[config.mk]
export PLATFORM = sky130hd
export DESIGN_NAME = array_linked_list_manager_top_flat
export DESIGN_NICKNAME = d
export VERILOG_FILES = /design/src/rtl/allm_pkg.sv /design/src/rtl/allm_if.sv /design/src/rtl/allm_ram.sv /design/src/rtl/allm_ctrl.sv /design/src/rtl/allm_dp.sv /design/src/rtl/array_linked_list_manager_top.sv /design/src/flat_wrapper.sv
export VERILOG_INCLUDE_DIRS = /design/src /design/src/rtl
export SDC_FILE = /design/constraint.sdc
export NUM_CORES = 2
export LEC_CHECK = 0
export BUFFER_PORTS_ARGS = -buffer_cell sky130_fd_sc_hd__buf_2
export CAP_MARGIN = 5
export CORE_ASPECT_RATIO = 1.2
export CORE_MARGIN = 1
export CORE_UTILIZATION = 55
export DETAILED_ROUTE_END_ITERATION = 7
export PLACE_DENSITY = 0.74
export SLEW_MARGIN = 20
export SYNTH_ARGS = -nofsm -noshare
export SYNTH_HDL_FRONTEND = slang
export SYNTH_HIERARCHICAL = 1
export SYNTH_MEMORY_MAX_BITS = 65536
export SYNTH_SLANG_ARGS = --single-unit
[constraint.sdc]
create_clock -name i_clk -period 16.2 [get_ports i_clk]
set_input_delay 1.62 -clock i_clk [delete_from_list [all_inputs] [get_ports i_clk]]
set_output_delay 1.62 -clock i_clk [all_outputs]
set_load 0.01 [all_outputs]
[src/rtl/array_linked_list_manager_top_assert.svh]
// assertion macros for the list manager top level
`ifndef ARRAY_LINKED_LIST_MANAGER_TOP_ASSERT_SVH
`define ARRAY_LINKED_LIST_MANAGER_TOP_ASSERT_SVH

// same-cycle implication
`define ALLM_ASSERT_IMP(name, ante, cons) \
    name: assert property (@(posedge i_clk) disable iff (!i_rst_n) (ante) |-> (cons)) \
        else $error("allm assertion failed");

// next-cycle implication
`define ALLM_ASSERT_NXT(name, ante, cons) \
    name: assert property (@(posedge i_clk) disable iff (!i_rst_n) (ante) |=> (cons)) \
        else $error("allm assertion failed");

`endif

[src/rtl/allm_pkg.sv]
package allm_pkg;

    localparam int SLOTS      = 256;
    localparam int DATA_WIDTH = 32;
    localparam int SLOT_W     = $clog2(SLOTS);

    localparam int KIND_W  = 3;
    localparam int POS_W   = 8;
    localparam int VALUE_W = 32;
    localparam int ST_W    = 2;
    localparam int CNT_W   = 8;

    localparam logic [KIND_W-1:0] KIND_INS_AFTER  = 3'd0;
    localparam logic [KIND_W-1:0] KIND_INS_BEFORE = 3'd1;
    localparam logic [KIND_W-1:0] KIND_DELETE     = 3'd2;
    localparam logic [KIND_W-1:0] KIND_PUSH_FRONT = 3'd3;
    localparam logic [KIND_W-1:0] KIND_PUSH_BACK  = 3'd4;

    localparam logic [ST_W-1:0] ST_OK       = 2'd0;
    localparam logic [ST_W-1:0] ST_NOT_LIVE = 2'd1;
    localparam logic [ST_W-1:0] ST_FULL     = 2'd2;

    typedef enum logic [2:0] {
        S_INIT,
        S_IDLE,
        S_READ,
        S_CHECK,
        S_WRITE1,
        S_WRITE2,
        S_DONE
    } t_state;

    typedef struct packed {
        logic init;
        logic load_op;
        logic rd1;
        logic chk;
        logic wr1;
        logic wr2;
        logic load_out;
    } t_dp_cmd;

    typedef struct packed {
        logic err;
        logic init_last;
    } t_dp_sts;

    // free chain after reset: ascending, last slot ends it, sentinel to itself
    function automatic logic [SLOT_W-1:0] next_rst(input logic [SLOT_W-1:0] addr);
        logic [SLOT_W-1:0] res;
        if (addr == '0 || addr == SLOT_W'(SLOTS - 1)) begin
            res = '0;
        end else begin
            res = addr + 1'b1;
        end
        return res;
    endfunction

    function automatic logic live_rst(input logic [SLOT_W-1:0] addr);
        return addr == '0;
    endfunction

endpackage

[src/rtl/allm_if.sv]
interface allm_in_if import allm_pkg::*; ();
    logic                valid;
    logic                ready;
    logic [KIND_W-1:0]   kind;
    logic [POS_W-1:0]    position;
    logic [VALUE_W-1:0]  value;

    modport source (output valid, kind, position, value, input ready);
    modport sink   (input valid, kind, position, value, output ready);
endinterface

interface allm_out_if import allm_pkg::*; ();
    logic              valid;
    logic              ready;
    logic [ST_W-1:0]   status;
    logic [POS_W-1:0]  slot;
    logic [CNT_W-1:0]  count;

    modport source (output valid, status, slot, count, input ready);
    modport sink   (input valid, status, slot, count, output ready);
endinterface

[src/rtl/allm_ram.sv]
module allm_ram #(
    parameter int WIDTH = 8,
    parameter int DEPTH = 256,
    localparam int AW   = $clog2(DEPTH)
) (
    input  logic             i_clk,
    input  logic             i_we,
    input  logic [AW-1:0]    i_waddr,
    input  logic [WIDTH-1:0] i_wdata,
    input  logic             i_re,
    input  logic [AW-1:0]    i_raddr,
    output logic [WIDTH-1:0] o_rdata
);

    logic [WIDTH-1:0] r_mem [DEPTH];
    logic [WIDTH-1:0] r_rdata;

    always_ff @(posedge i_clk) begin
        if (i_we) begin
            r_mem[i_waddr] <= i_wdata;
        end
        if (i_re) begin
            r_rdata <= r_mem[i_raddr];
        end
    end

    assign o_rdata = r_rdata;

endmodule

[src/rtl/allm_ctrl.sv]
module allm_ctrl import allm_pkg::*; (
    input  logic    i_clk,
    input  logic    i_rst_n,
    input  logic    i_in_valid,
    output logic    o_in_ready,
    input  logic    i_out_ready,
    output logic    o_out_valid,
    output t_dp_cmd o_cmd,
    input  t_dp_sts i_sts
);

    t_state r_state, n_state;
    logic   r_out_vld, n_out_vld;

    always_ff @(posedge i_clk) begin
        if (!i_rst_n) begin
            r_state   <= S_INIT;
            r_out_vld <= 1'b0;
        end else begin
            r_state   <= n_state;
            r_out_vld <= n_out_vld;
        end
    end

    always_comb begin
        n_state   = r_state;
        n_out_vld = r_out_vld && !i_out_ready;
        o_cmd     = '0;
        unique case (r_state)
            S_INIT: begin
                o_cmd.init = 1'b1;
                if (i_sts.init_last) begin
                    n_state = S_IDLE;
                end
            end
            S_IDLE: begin
                if (i_in_valid) begin
                    o_cmd.load_op = 1'b1;
                    n_state       = S_READ;
                end
            end
            S_READ: begin
                o_cmd.rd1 = 1'b1;
                n_state   = S_CHECK;
            end
            S_CHECK: begin
                o_cmd.chk = 1'b1;
                n_state   = i_sts.err ? S_DONE : S_WRITE1;
            end
            S_WRITE1: begin
                o_cmd.wr1 = 1'b1;
                n_state   = S_WRITE2;
            end
            S_WRITE2: begin
                o_cmd.wr2 = 1'b1;
                n_state   = S_DONE;
            end
            S_DONE: begin
                // previous result must be gone before the new one is loaded
                if (!r_out_vld || i_out_ready) begin
                    o_cmd.load_out = 1'b1;
                    n_out_vld      = 1'b1;
                    n_state        = S_IDLE;
                end
            end
            default: n_state = S_IDLE;
        endcase
    end

    assign o_in_ready  = (r_state == S_IDLE);
    assign o_out_valid = r_out_vld;

endmodule

[src/rtl/allm_dp.sv]
module allm_dp import allm_pkg::*; (
    input  logic               i_clk,
    input  logic               i_rst_n,
    input  t_dp_cmd            i_cmd,
    output t_dp_sts            o_sts,
    input  logic [KIND_W-1:0]  i_kind,
    input  logic [POS_W-1:0]   i_pos,
    input  logic [VALUE_W-1:0] i_value,
    output logic [ST_W-1:0]    o_status,
    output logic [POS_W-1:0]   o_slot,
    output logic [CNT_W-1:0]   o_count
);

    // operation
    logic [KIND_W-1:0]  r_kind;
    logic [POS_W-1:0]   r_pos;
    logic [VALUE_W-1:0] r_value;
    logic               r_pos_ok;

    // list state
    logic [SLOT_W-1:0]  r_free;
    logic [SLOT_W-1:0]  r_count;
    logic [SLOT_W-1:0]  r_init_addr;

    // working registers
    logic [SLOT_W-1:0]  r_a;
    logic [SLOT_W-1:0]  r_n;
    logic [SLOT_W-1:0]  r_fnext;
    logic [SLOT_W-1:0]  r_slot;
    logic [ST_W-1:0]    r_st;
    logic               r_is_del;

    // result register
    logic [ST_W-1:0]    r_o_status;
    logic [POS_W-1:0]   r_o_slot;
    logic [CNT_W-1:0]   r_o_count;

    logic                  nxt_we, prv_we, live_we, elem_we;
    logic [SLOT_W-1:0]     nxt_wa, prv_wa, live_wa;
    logic [SLOT_W-1:0]     nxt_wd, prv_wd;
    logic                  live_wd;
    logic                  nxt_re, prv_re, live_re;
    logic [SLOT_W-1:0]     nxt_ra, prv_ra, live_ra;
    logic [SLOT_W-1:0]     nxt_ram_q, prv_ram_q;
    logic                  live_ram_q;
    logic [SLOT_W-1:0]     nxt_q, prv_q;
    logic                  live_q;
    logic [SLOT_W-1:0]     pos_s;
    logic [SLOT_W-1:0]     anchor;
    logic [ST_W-1:0]       chk_st;
    logic                  live_ok;
    logic                  no_free;

    allm_ram #(.WIDTH(SLOT_W), .DEPTH(SLOTS)) u_next_ram (
        .i_clk   (i_clk),
        .i_we    (nxt_we),
        .i_waddr (nxt_wa),
        .i_wdata (nxt_wd),
        .i_re    (nxt_re),
        .i_raddr (nxt_ra),
        .o_rdata (nxt_ram_q)
    );

    allm_ram #(.WIDTH(SLOT_W), .DEPTH(SLOTS)) u_prev_ram (
        .i_clk   (i_clk),
        .i_we    (prv_we),
        .i_waddr (prv_wa),
        .i_wdata (prv_wd),
        .i_re    (prv_re),
        .i_raddr (prv_ra),
        .o_rdata (prv_ram_q)
    );

    allm_ram #(.WIDTH(1), .DEPTH(SLOTS)) u_live_ram (
        .i_clk   (i_clk),
        .i_we    (live_we),
        .i_waddr (live_wa),
        .i_wdata (live_wd),
        .i_re    (live_re),
        .i_raddr (live_ra),
        .o_rdata (live_ram_q)
    );

    allm_ram #(.WIDTH(DATA_WIDTH), .DEPTH(SLOTS)) u_elem_ram (
        .i_clk   (i_clk),
        .i_we    (elem_we),
        .i_waddr (r_free),
        .i_wdata (DATA_WIDTH'(r_value)),
        .i_re    (1'b0),
        .i_raddr (r_free),
        .o_rdata ()
    );

    assign pos_s  = SLOT_W'(r_pos);
    assign nxt_q  = nxt_ram_q;
    assign prv_q  = prv_ram_q;
    assign live_q = live_ram_q;

    assign live_ok = r_pos_ok && live_q;
    assign no_free = (r_free == '0);

    // anchor slot and check outcome
    always_comb begin
        anchor = '0;
        chk_st = ST_NOT_LIVE;
        unique case (r_kind) inside
            KIND_INS_AFTER: begin
                anchor = pos_s;
                chk_st = !live_ok ? ST_NOT_LIVE : (no_free ? ST_FULL : ST_OK);
            end
            KIND_INS_BEFORE: begin
                anchor = prv_q;
                chk_st = !live_ok ? ST_NOT_LIVE : (no_free ? ST_FULL : ST_OK);
            end
            KIND_DELETE: begin
                anchor = prv_q;
                chk_st = (r_pos == '0 || !live_ok) ? ST_NOT_LIVE : ST_OK;
            end
            KIND_PUSH_FRONT: begin
                anchor = '0;
                chk_st = no_free ? ST_FULL : ST_OK;
            end
            KIND_PUSH_BACK: begin
                anchor = prv_q;
                chk_st = no_free ? ST_FULL : ST_OK;
            end
            default: begin
                anchor = '0;
                chk_st = ST_NOT_LIVE;
            end
        endcase
    end

    assign o_sts = '{err: (chk_st != ST_OK),
                     init_last: (r_init_addr == SLOT_W'(SLOTS - 1))};

    // memory port control
    always_comb begin
        nxt_re  = 1'b0;
        prv_re  = 1'b0;
        live_re = 1'b0;
        nxt_ra  = r_free;
        prv_ra  = pos_s;
        live_ra = pos_s;
        nxt_we  = 1'b0;
        prv_we  = 1'b0;
        live_we = 1'b0;
        elem_we = 1'b0;
        nxt_wa  = r_a;
        nxt_wd  = r_free;
        prv_wa  = r_n;
        prv_wd  = r_free;
        live_wa = r_free;
        live_wd = 1'b1;
        // clearing pass writes the reset pattern one slot a cycle
        if (i_cmd.init) begin
            nxt_we  = 1'b1;
            prv_we  = 1'b1;
            live_we = 1'b1;
            nxt_wa  = r_init_addr;
            nxt_wd  = next_rst(r_init_addr);
            prv_wa  = r_init_addr;
            prv_wd  = '0;
            live_wa = r_init_addr;
            live_wd = live_rst(r_init_addr);
        end
        if (i_cmd.rd1) begin
            nxt_re  = 1'b1;
            prv_re  = 1'b1;
            live_re = 1'b1;
            nxt_ra  = (r_kind == KIND_DELETE) ? pos_s : r_free;
            prv_ra  = (r_kind == KIND_PUSH_BACK) ? '0 : pos_s;
        end
        if (i_cmd.chk) begin
            nxt_re = 1'b1;
            nxt_ra = anchor;
        end
        if (i_cmd.wr1) begin
            nxt_we  = 1'b1;
            prv_we  = 1'b1;
            live_we = 1'b1;
            if (r_is_del) begin
                nxt_wa  = r_a;
                nxt_wd  = r_n;
                prv_wa  = r_n;
                prv_wd  = r_a;
                live_wa = pos_s;
                live_wd = 1'b0;
            end else begin
                elem_we = 1'b1;
                nxt_wa  = r_free;
                nxt_wd  = nxt_q;
                prv_wa  = r_free;
                prv_wd  = r_a;
                live_wa = r_free;
                live_wd = 1'b1;
            end
        end
        if (i_cmd.wr2) begin
            nxt_we = 1'b1;
            prv_we = 1'b1;
            if (r_is_del) begin
                prv_wa = pos_s;
                prv_wd = '0;
                nxt_wa = pos_s;
                nxt_wd = r_free;
            end else begin
                prv_wa = r_n;
                prv_wd = r_free;
                nxt_wa = r_a;
                nxt_wd = r_free;
            end
        end
    end

    // control state
    always_ff @(posedge i_clk) begin
        if (!i_rst_n) begin
            r_free      <= SLOT_W'(1);
            r_count     <= '0;
            r_init_addr <= '0;
        end else begin
            if (i_cmd.init) begin
                r_init_addr <= r_init_addr + 1'b1;
            end
            if (i_cmd.wr2) begin
                if (r_is_del) begin
                    r_free  <= pos_s;
                    r_count <= r_count - 1'b1;
                end else begin
                    r_free  <= r_fnext;
                    r_count <= r_count + 1'b1;
                end
            end
        end
    end

    // payload and working registers
    always_ff @(posedge i_clk) begin
        if (i_cmd.load_op) begin
            r_kind   <= i_kind;
            r_pos    <= i_pos;
            r_value  <= i_value;
            r_pos_ok <= (32'(i_pos) < 32'(SLOTS));
        end
        if (i_cmd.chk) begin
            r_a      <= anchor;
            r_n      <= nxt_q;
            r_fnext  <= nxt_q;
            r_st     <= chk_st;
            r_is_del <= (r_kind == KIND_DELETE);
            if (chk_st != ST_OK) begin
                r_slot <= '0;
            end else if (r_kind == KIND_DELETE) begin
                r_slot <= pos_s;
            end else begin
                r_slot <= r_free;
            end
        end
        if (i_cmd.wr1 && !r_is_del) begin
            r_n <= nxt_q;
        end
        if (i_cmd.load_out) begin
            r_o_status <= r_st;
            r_o_slot   <= POS_W'(r_slot);
            r_o_count  <= CNT_W'(r_count);
        end
    end

    assign o_status = r_o_status;
    assign o_slot   = r_o_slot;
    assign o_count  = r_o_count;

endmodule

[src/rtl/array_linked_list_manager_top.sv]
// channel  | dir | payload                 | transfer when
// i_in     | in  | kind, position, value   | valid && ready
// o_res    | out | status, slot, count     | valid && ready
//
// each operation takes the item, reads the links, reads the anchor's next
// link, writes twice on the single write port of each link store, then loads
// the result; a rejected one skips the writes.
// after reset a clearing pass writes every slot of the link and live stores
// and holds off the input until it ends.
// a result not yet taken holds the block before it loads the next one.
`include "array_linked_list_manager_top_assert.svh"

module array_linked_list_manager_top import allm_pkg::*; (
    input logic        i_clk,
    input logic        i_rst_n,
    allm_in_if.sink    i_in,
    allm_out_if.source o_res
);

    t_dp_cmd cmd;
    t_dp_sts sts;

    allm_ctrl u_ctrl (
        .i_clk       (i_clk),
        .i_rst_n     (i_rst_n),
        .i_in_valid  (i_in.valid),
        .o_in_ready  (i_in.ready),
        .i_out_ready (o_res.ready),
        .o_out_valid (o_res.valid),
        .o_cmd       (cmd),
        .i_sts       (sts)
    );

    allm_dp u_dp (
        .i_clk    (i_clk),
        .i_rst_n  (i_rst_n),
        .i_cmd    (cmd),
        .o_sts    (sts),
        .i_kind   (i_in.kind),
        .i_pos    (i_in.position),
        .i_value  (i_in.value),
        .o_status (o_res.status),
        .o_slot   (o_res.slot),
        .o_count  (o_res.count)
    );

    `ALLM_ASSERT_NXT(a_busy_after_take, i_in.valid && i_in.ready, !i_in.ready)
    `ALLM_ASSERT_IMP(a_one_step, 1'b1, $onehot0(cmd))
    `ALLM_ASSERT_NXT(a_result_shown, cmd.load_out, o_res.valid)
    `ALLM_ASSERT_IMP(a_ok_slot, o_res.valid && o_res.status == ST_OK, o_res.slot != '0)
    `ALLM_ASSERT_IMP(a_err_slot, o_res.valid && o_res.status != ST_OK, o_res.slot == '0)

endmodule

[src/flat_wrapper.sv]
// flat-port wrapper written by rule: the top's interface ports become plain ports
module array_linked_list_manager_top_flat import allm_pkg::*;
  (i_clk, i_rst_n, i_in_valid, i_in_kind, i_in_position, i_in_value, i_in_ready, o_res_valid, o_res_status, o_res_slot, o_res_count, o_res_ready);
  allm_in_if i_in_i ();
  allm_out_if o_res_i ();
  input logic i_clk;
  input logic i_rst_n;
  input wire logic [$bits(i_in_i.valid)-1:0] i_in_valid;
  input wire logic [$bits(i_in_i.kind)-1:0] i_in_kind;
  input wire logic [$bits(i_in_i.position)-1:0] i_in_position;
  input wire logic [$bits(i_in_i.value)-1:0] i_in_value;
  output wire logic [$bits(i_in_i.ready)-1:0] i_in_ready;
  output wire logic [$bits(o_res_i.valid)-1:0] o_res_valid;
  output wire logic [$bits(o_res_i.status)-1:0] o_res_status;
  output wire logic [$bits(o_res_i.slot)-1:0] o_res_slot;
  output wire logic [$bits(o_res_i.count)-1:0] o_res_count;
  input wire logic [$bits(o_res_i.ready)-1:0] o_res_ready;
  assign i_in_i.valid = i_in_valid;
  assign i_in_i.kind = i_in_kind;
  assign i_in_i.position = i_in_position;
  assign i_in_i.value = i_in_value;
  assign i_in_ready = i_in_i.ready;
  assign o_res_valid = o_res_i.valid;
  assign o_res_status = o_res_i.status;
  assign o_res_slot = o_res_i.slot;
  assign o_res_count = o_res_i.count;
  assign o_res_i.ready = o_res_ready;
  array_linked_list_manager_top u_core (.i_clk(i_clk), .i_rst_n(i_rst_n), .i_in(i_in_i), .o_res(o_res_i));
endmodule
==> impl_results.md <==
* Status: finished, violations left
* Violated checks: design-rule violations
* Number of max-cap violations at 0
* Vias in the first global route at 89,364
* Clk sink count at 4,461
* Worst-margin pin slew at 1.295 ns
* Min-delay worst type: flip-flop to flip-flop
* Synth Net Count at 8,868
* Routed vias/inst at 6.639
* YS warnings at 6
* DIE WIDTH at 518.2 um
* R2R Setup Slk at 8.59 ns
* Total Die Area at 0.3221 mm^2
* Avg Cell Area, Syn at 19.96 um^2
* Final core utilization at 60.69%
* FF+latch count, synth at 4,461
* Commonest non-fill, non-tap cells in the layout: edfxtp_1, mux4_2, nor2_1
* CTS tree: yes
* RSZ-0062 raised after global routing: false
* All-layer global routing usage at 25.71%
* Final Hold Fails at 0
* Post-CTS Resized at 0
* Final HPWL DP at 247,100 um
* Area contributors post-synth: edfxtp_1, mux4_2, mux2i_1, nor2_1, a22oi_1
* Largest net degree at the start of global routing at 236
* R2R Path End: u_core/u_dp/u_prev_ram/o_rdata[5]
* Most common cell after layout, fill and taps aside: edfxtp_1
* Hold wc startpoint: u_core/u_dp/r_slot[6]
* Hold Buf Count CTS at 0
* Nets at 8,929
* Routed Antenna Nets at 0
* Min Tclk post-route at 7.614 ns
* Number of setup buffers added after CTS at 0
* Worst Hold End: u_core/u_dp/o_slot[6]
* Reg-to-reg startpoint: u_core/u_ctrl/r_state[2]
* Worst Skew at 0.1323 ns
* Die height at 621.5 um
* Iter 0 DRT Violations at 11,095
* Port Buffers at 34
* Fin crit share at 47.00%
* H-Tree Depth at 5
* CP Data Arrival Time at 8.29 ns
* FMAX at 131.3 MHz
* Worst path required time at 16.88 ns
* CTS max path bufs at 4
* Clock edge transition at the registers on the reported setup and hold paths at 0.07 ns
* Setup violations, final at 0
* Initial Util at 55.24%
* Power Total at 22,200 uW
* Placement Rows at 227
* Slew margin rel. at 13.42%
* Post-Syn Instances at 8,812
* Worst VDD drop at 0.1115 mV
* Inserted Clock Buffers at 409
* First-pass GRT wire length at 607,800 um
* Largest area contributor in the netlist: edfxtp_1
* Area Growth Syn to Fin at 9.858%
* CP Max Fanout at 76
* Pleak at 0.05594 uW
* Post-Route WL at 418,600 um
* Synth top area share at 75.68%
* Setup total negative slack at 0 ns
* Worst hold slack at 0.4180 ns
* Fraction of registers with async set or reset after synthesis at 0%
* Pwr Density at 114.9 mW/mm^2
* Final max-slew violation count at 0
* Synth Cell Area at 0.1759 mm^2
* Layout cell share with drive strength beyond 1 at 20.18%
* Total gr overflow at 0
* Worst Hold Depth at 0
* Post-synth EDFFs at 4,433
* R2r worst-path depth at 16
* 1st-pass router iterations at 8
* DR DRC count at 20
* Routed vias at 89,239
* GP Congestion at 0.8855
* Type of the worst setup path: flip-flop to flip-flop
* Worst skew pair latency at 1.01 ns
* Antenna violations before repair at 15
* WL per Instance at 31.14 um
* Synth Flop Type: edfxtp_1
* Root Buffer: clkbuf_16
* Worst setup SP type: flip-flop
* Sequential cell area fraction in the yosys report at 76.00%
* Synth unique cells at 85
* # IOs at 67
* Setup crit end kind: flip-flop
* Core Box Area at 0.3184 mm^2
==> cell type report <==
class	count	area, um^2
Tap cell	4236	5300
Fill cell	21379	125200
Multi-Input combinational cell	3764	39310
Sequential cell	4461	133700
Clock inverter	243	2371
Clock buffer	495	10620
Timing Repair Buffer	222	1881
Antenna cell	5	12.51
Inverter	15	56.30
==> report_power, final <==
group	switching (uW)	leakage, uW	internal (uW)
Combinational	185	0.0130	26.5
Clock	4180	0.00625	5190
Sequential	5.84	0.0367	12600
Total	4370	0.0559	17800
==> synth_stat cells (all sizes together) (63+ instances only) <==
library cell / number
a22oi: 305
a21oi: 202
nor2b: 97
o21ai: 74
mux2i: 359
o22ai: 79
mux4: 954
edfxtp: 4433
nor2: 853
nand3: 86
clkbuf: 287
o221ai: 99
buf: 285
nand2: 178
nor4: 63
==> worst max-delay path, stage by stage (launching register included) <==
cell      delay [ns]
dfxtp_1         0.45
nand2b_1        0.16
nor2_1          0.06
buf_4           0.22
nand2_1         0.10
nor3_2          0.04
buf_4           0.22
nor2b_4         0.71
buf_4           0.72
buf_4           0.72
buf_12          0.53
buf_4           0.74
mux4_2          0.60
a221oi_1        0.64
o32ai_1         0.25
nor3_1          0.70
nor4_2          0.23
==> per-stage QoR <==
stage	instances	cell area, um^2	worst slack [ns]
after CTS	13431	193000	8.397
after detailed placement	12693	180100	8.426
final	13441	193200	8.586
after global routing	13437	193200	8.119
after floorplan	8812	175900	2.319
after global placement	12690	180000	8.544
==> metal layers <==
layer	vias up	share of wire, %	wire (um)	GRT usage [%]
met5	-	0.025	103	0
met4	6	5.0	21100	11.64
met3	980	9.5	39750	4.543
li1	36442	-	-	-
met2	5410	50	207700	42.26
met1	46401	36	149900	33.80
==> sequential cells by signal, summed over array words and instances (netlist names), 2 cells and up <==
name                            cells
u_core/u_dp/r_n                     8
u_core/u_dp/r_fnext                 8
u_core/u_dp/u_next_ram/o_rdata      8
u_core/u_dp/u_prev_ram/r_mem     2048
u_core/u_dp/r_free                  8
u_core/u_dp/r_a                     8
u_core/u_dp/r_slot                  8
u_core/u_ctrl/r_state               3
u_core/u_dp/u_live_ram/r_mem      256
u_core/u_dp/r_st                    2
u_core/u_dp/o_slot                  8
u_core/u_dp/r_kind                  3
u_core/u_dp/r_count                 8
u_core/u_dp/o_count                 8
u_core/u_dp/u_prev_ram/o_rdata      8
u_core/u_dp/live_ra                 8
u_core/u_dp/u_next_ram/r_mem     2048
u_core/u_dp/r_init_addr             8
u_core/u_dp/o_status                2
==> how the worst max path moves through the flow <==
stage	cells past startpoint	slack, ns	end	startpoint
4_1_cts	16	8.40	u_core/u_dp/u_prev_ram/o_rdata[5]	u_core/u_ctrl/r_state[2]
3_5_place_dp	16	8.43	u_core/u_dp/u_prev_ram/o_rdata[5]	u_core/u_ctrl/r_state[2]
5_1_grt	16	8.12	u_core/u_dp/u_prev_ram/o_rdata[5]	u_core/u_ctrl/r_state[2]
2_1_floorplan	6	2.32	u_core/u_dp/u_next_ram/r_mem[0][6]	u_core/u_ctrl/r_state[1]
6_report	16	8.59	u_core/u_dp/u_prev_ram/o_rdata[5]	u_core/u_ctrl/r_state[2]
3_3_place_gp	15	8.54	u_core/u_dp/u_prev_ram/o_rdata[3]	u_core/u_ctrl/r_state[0]
==> cell families after synthesis <==
group / Yosys count / share of synthesized area (%)
flops: 4461 / 76.00
simple gates: 1462 / 3.719
buf+inv: 587 / 1.977
compound gates: 959 / 3.856
mux: 1318 / 14.30
fa+ha+maj: 9 / 0.06829
xor+xnor: 16 / 0.07968
Note: power is estimated with default switching activity, not from simulation.
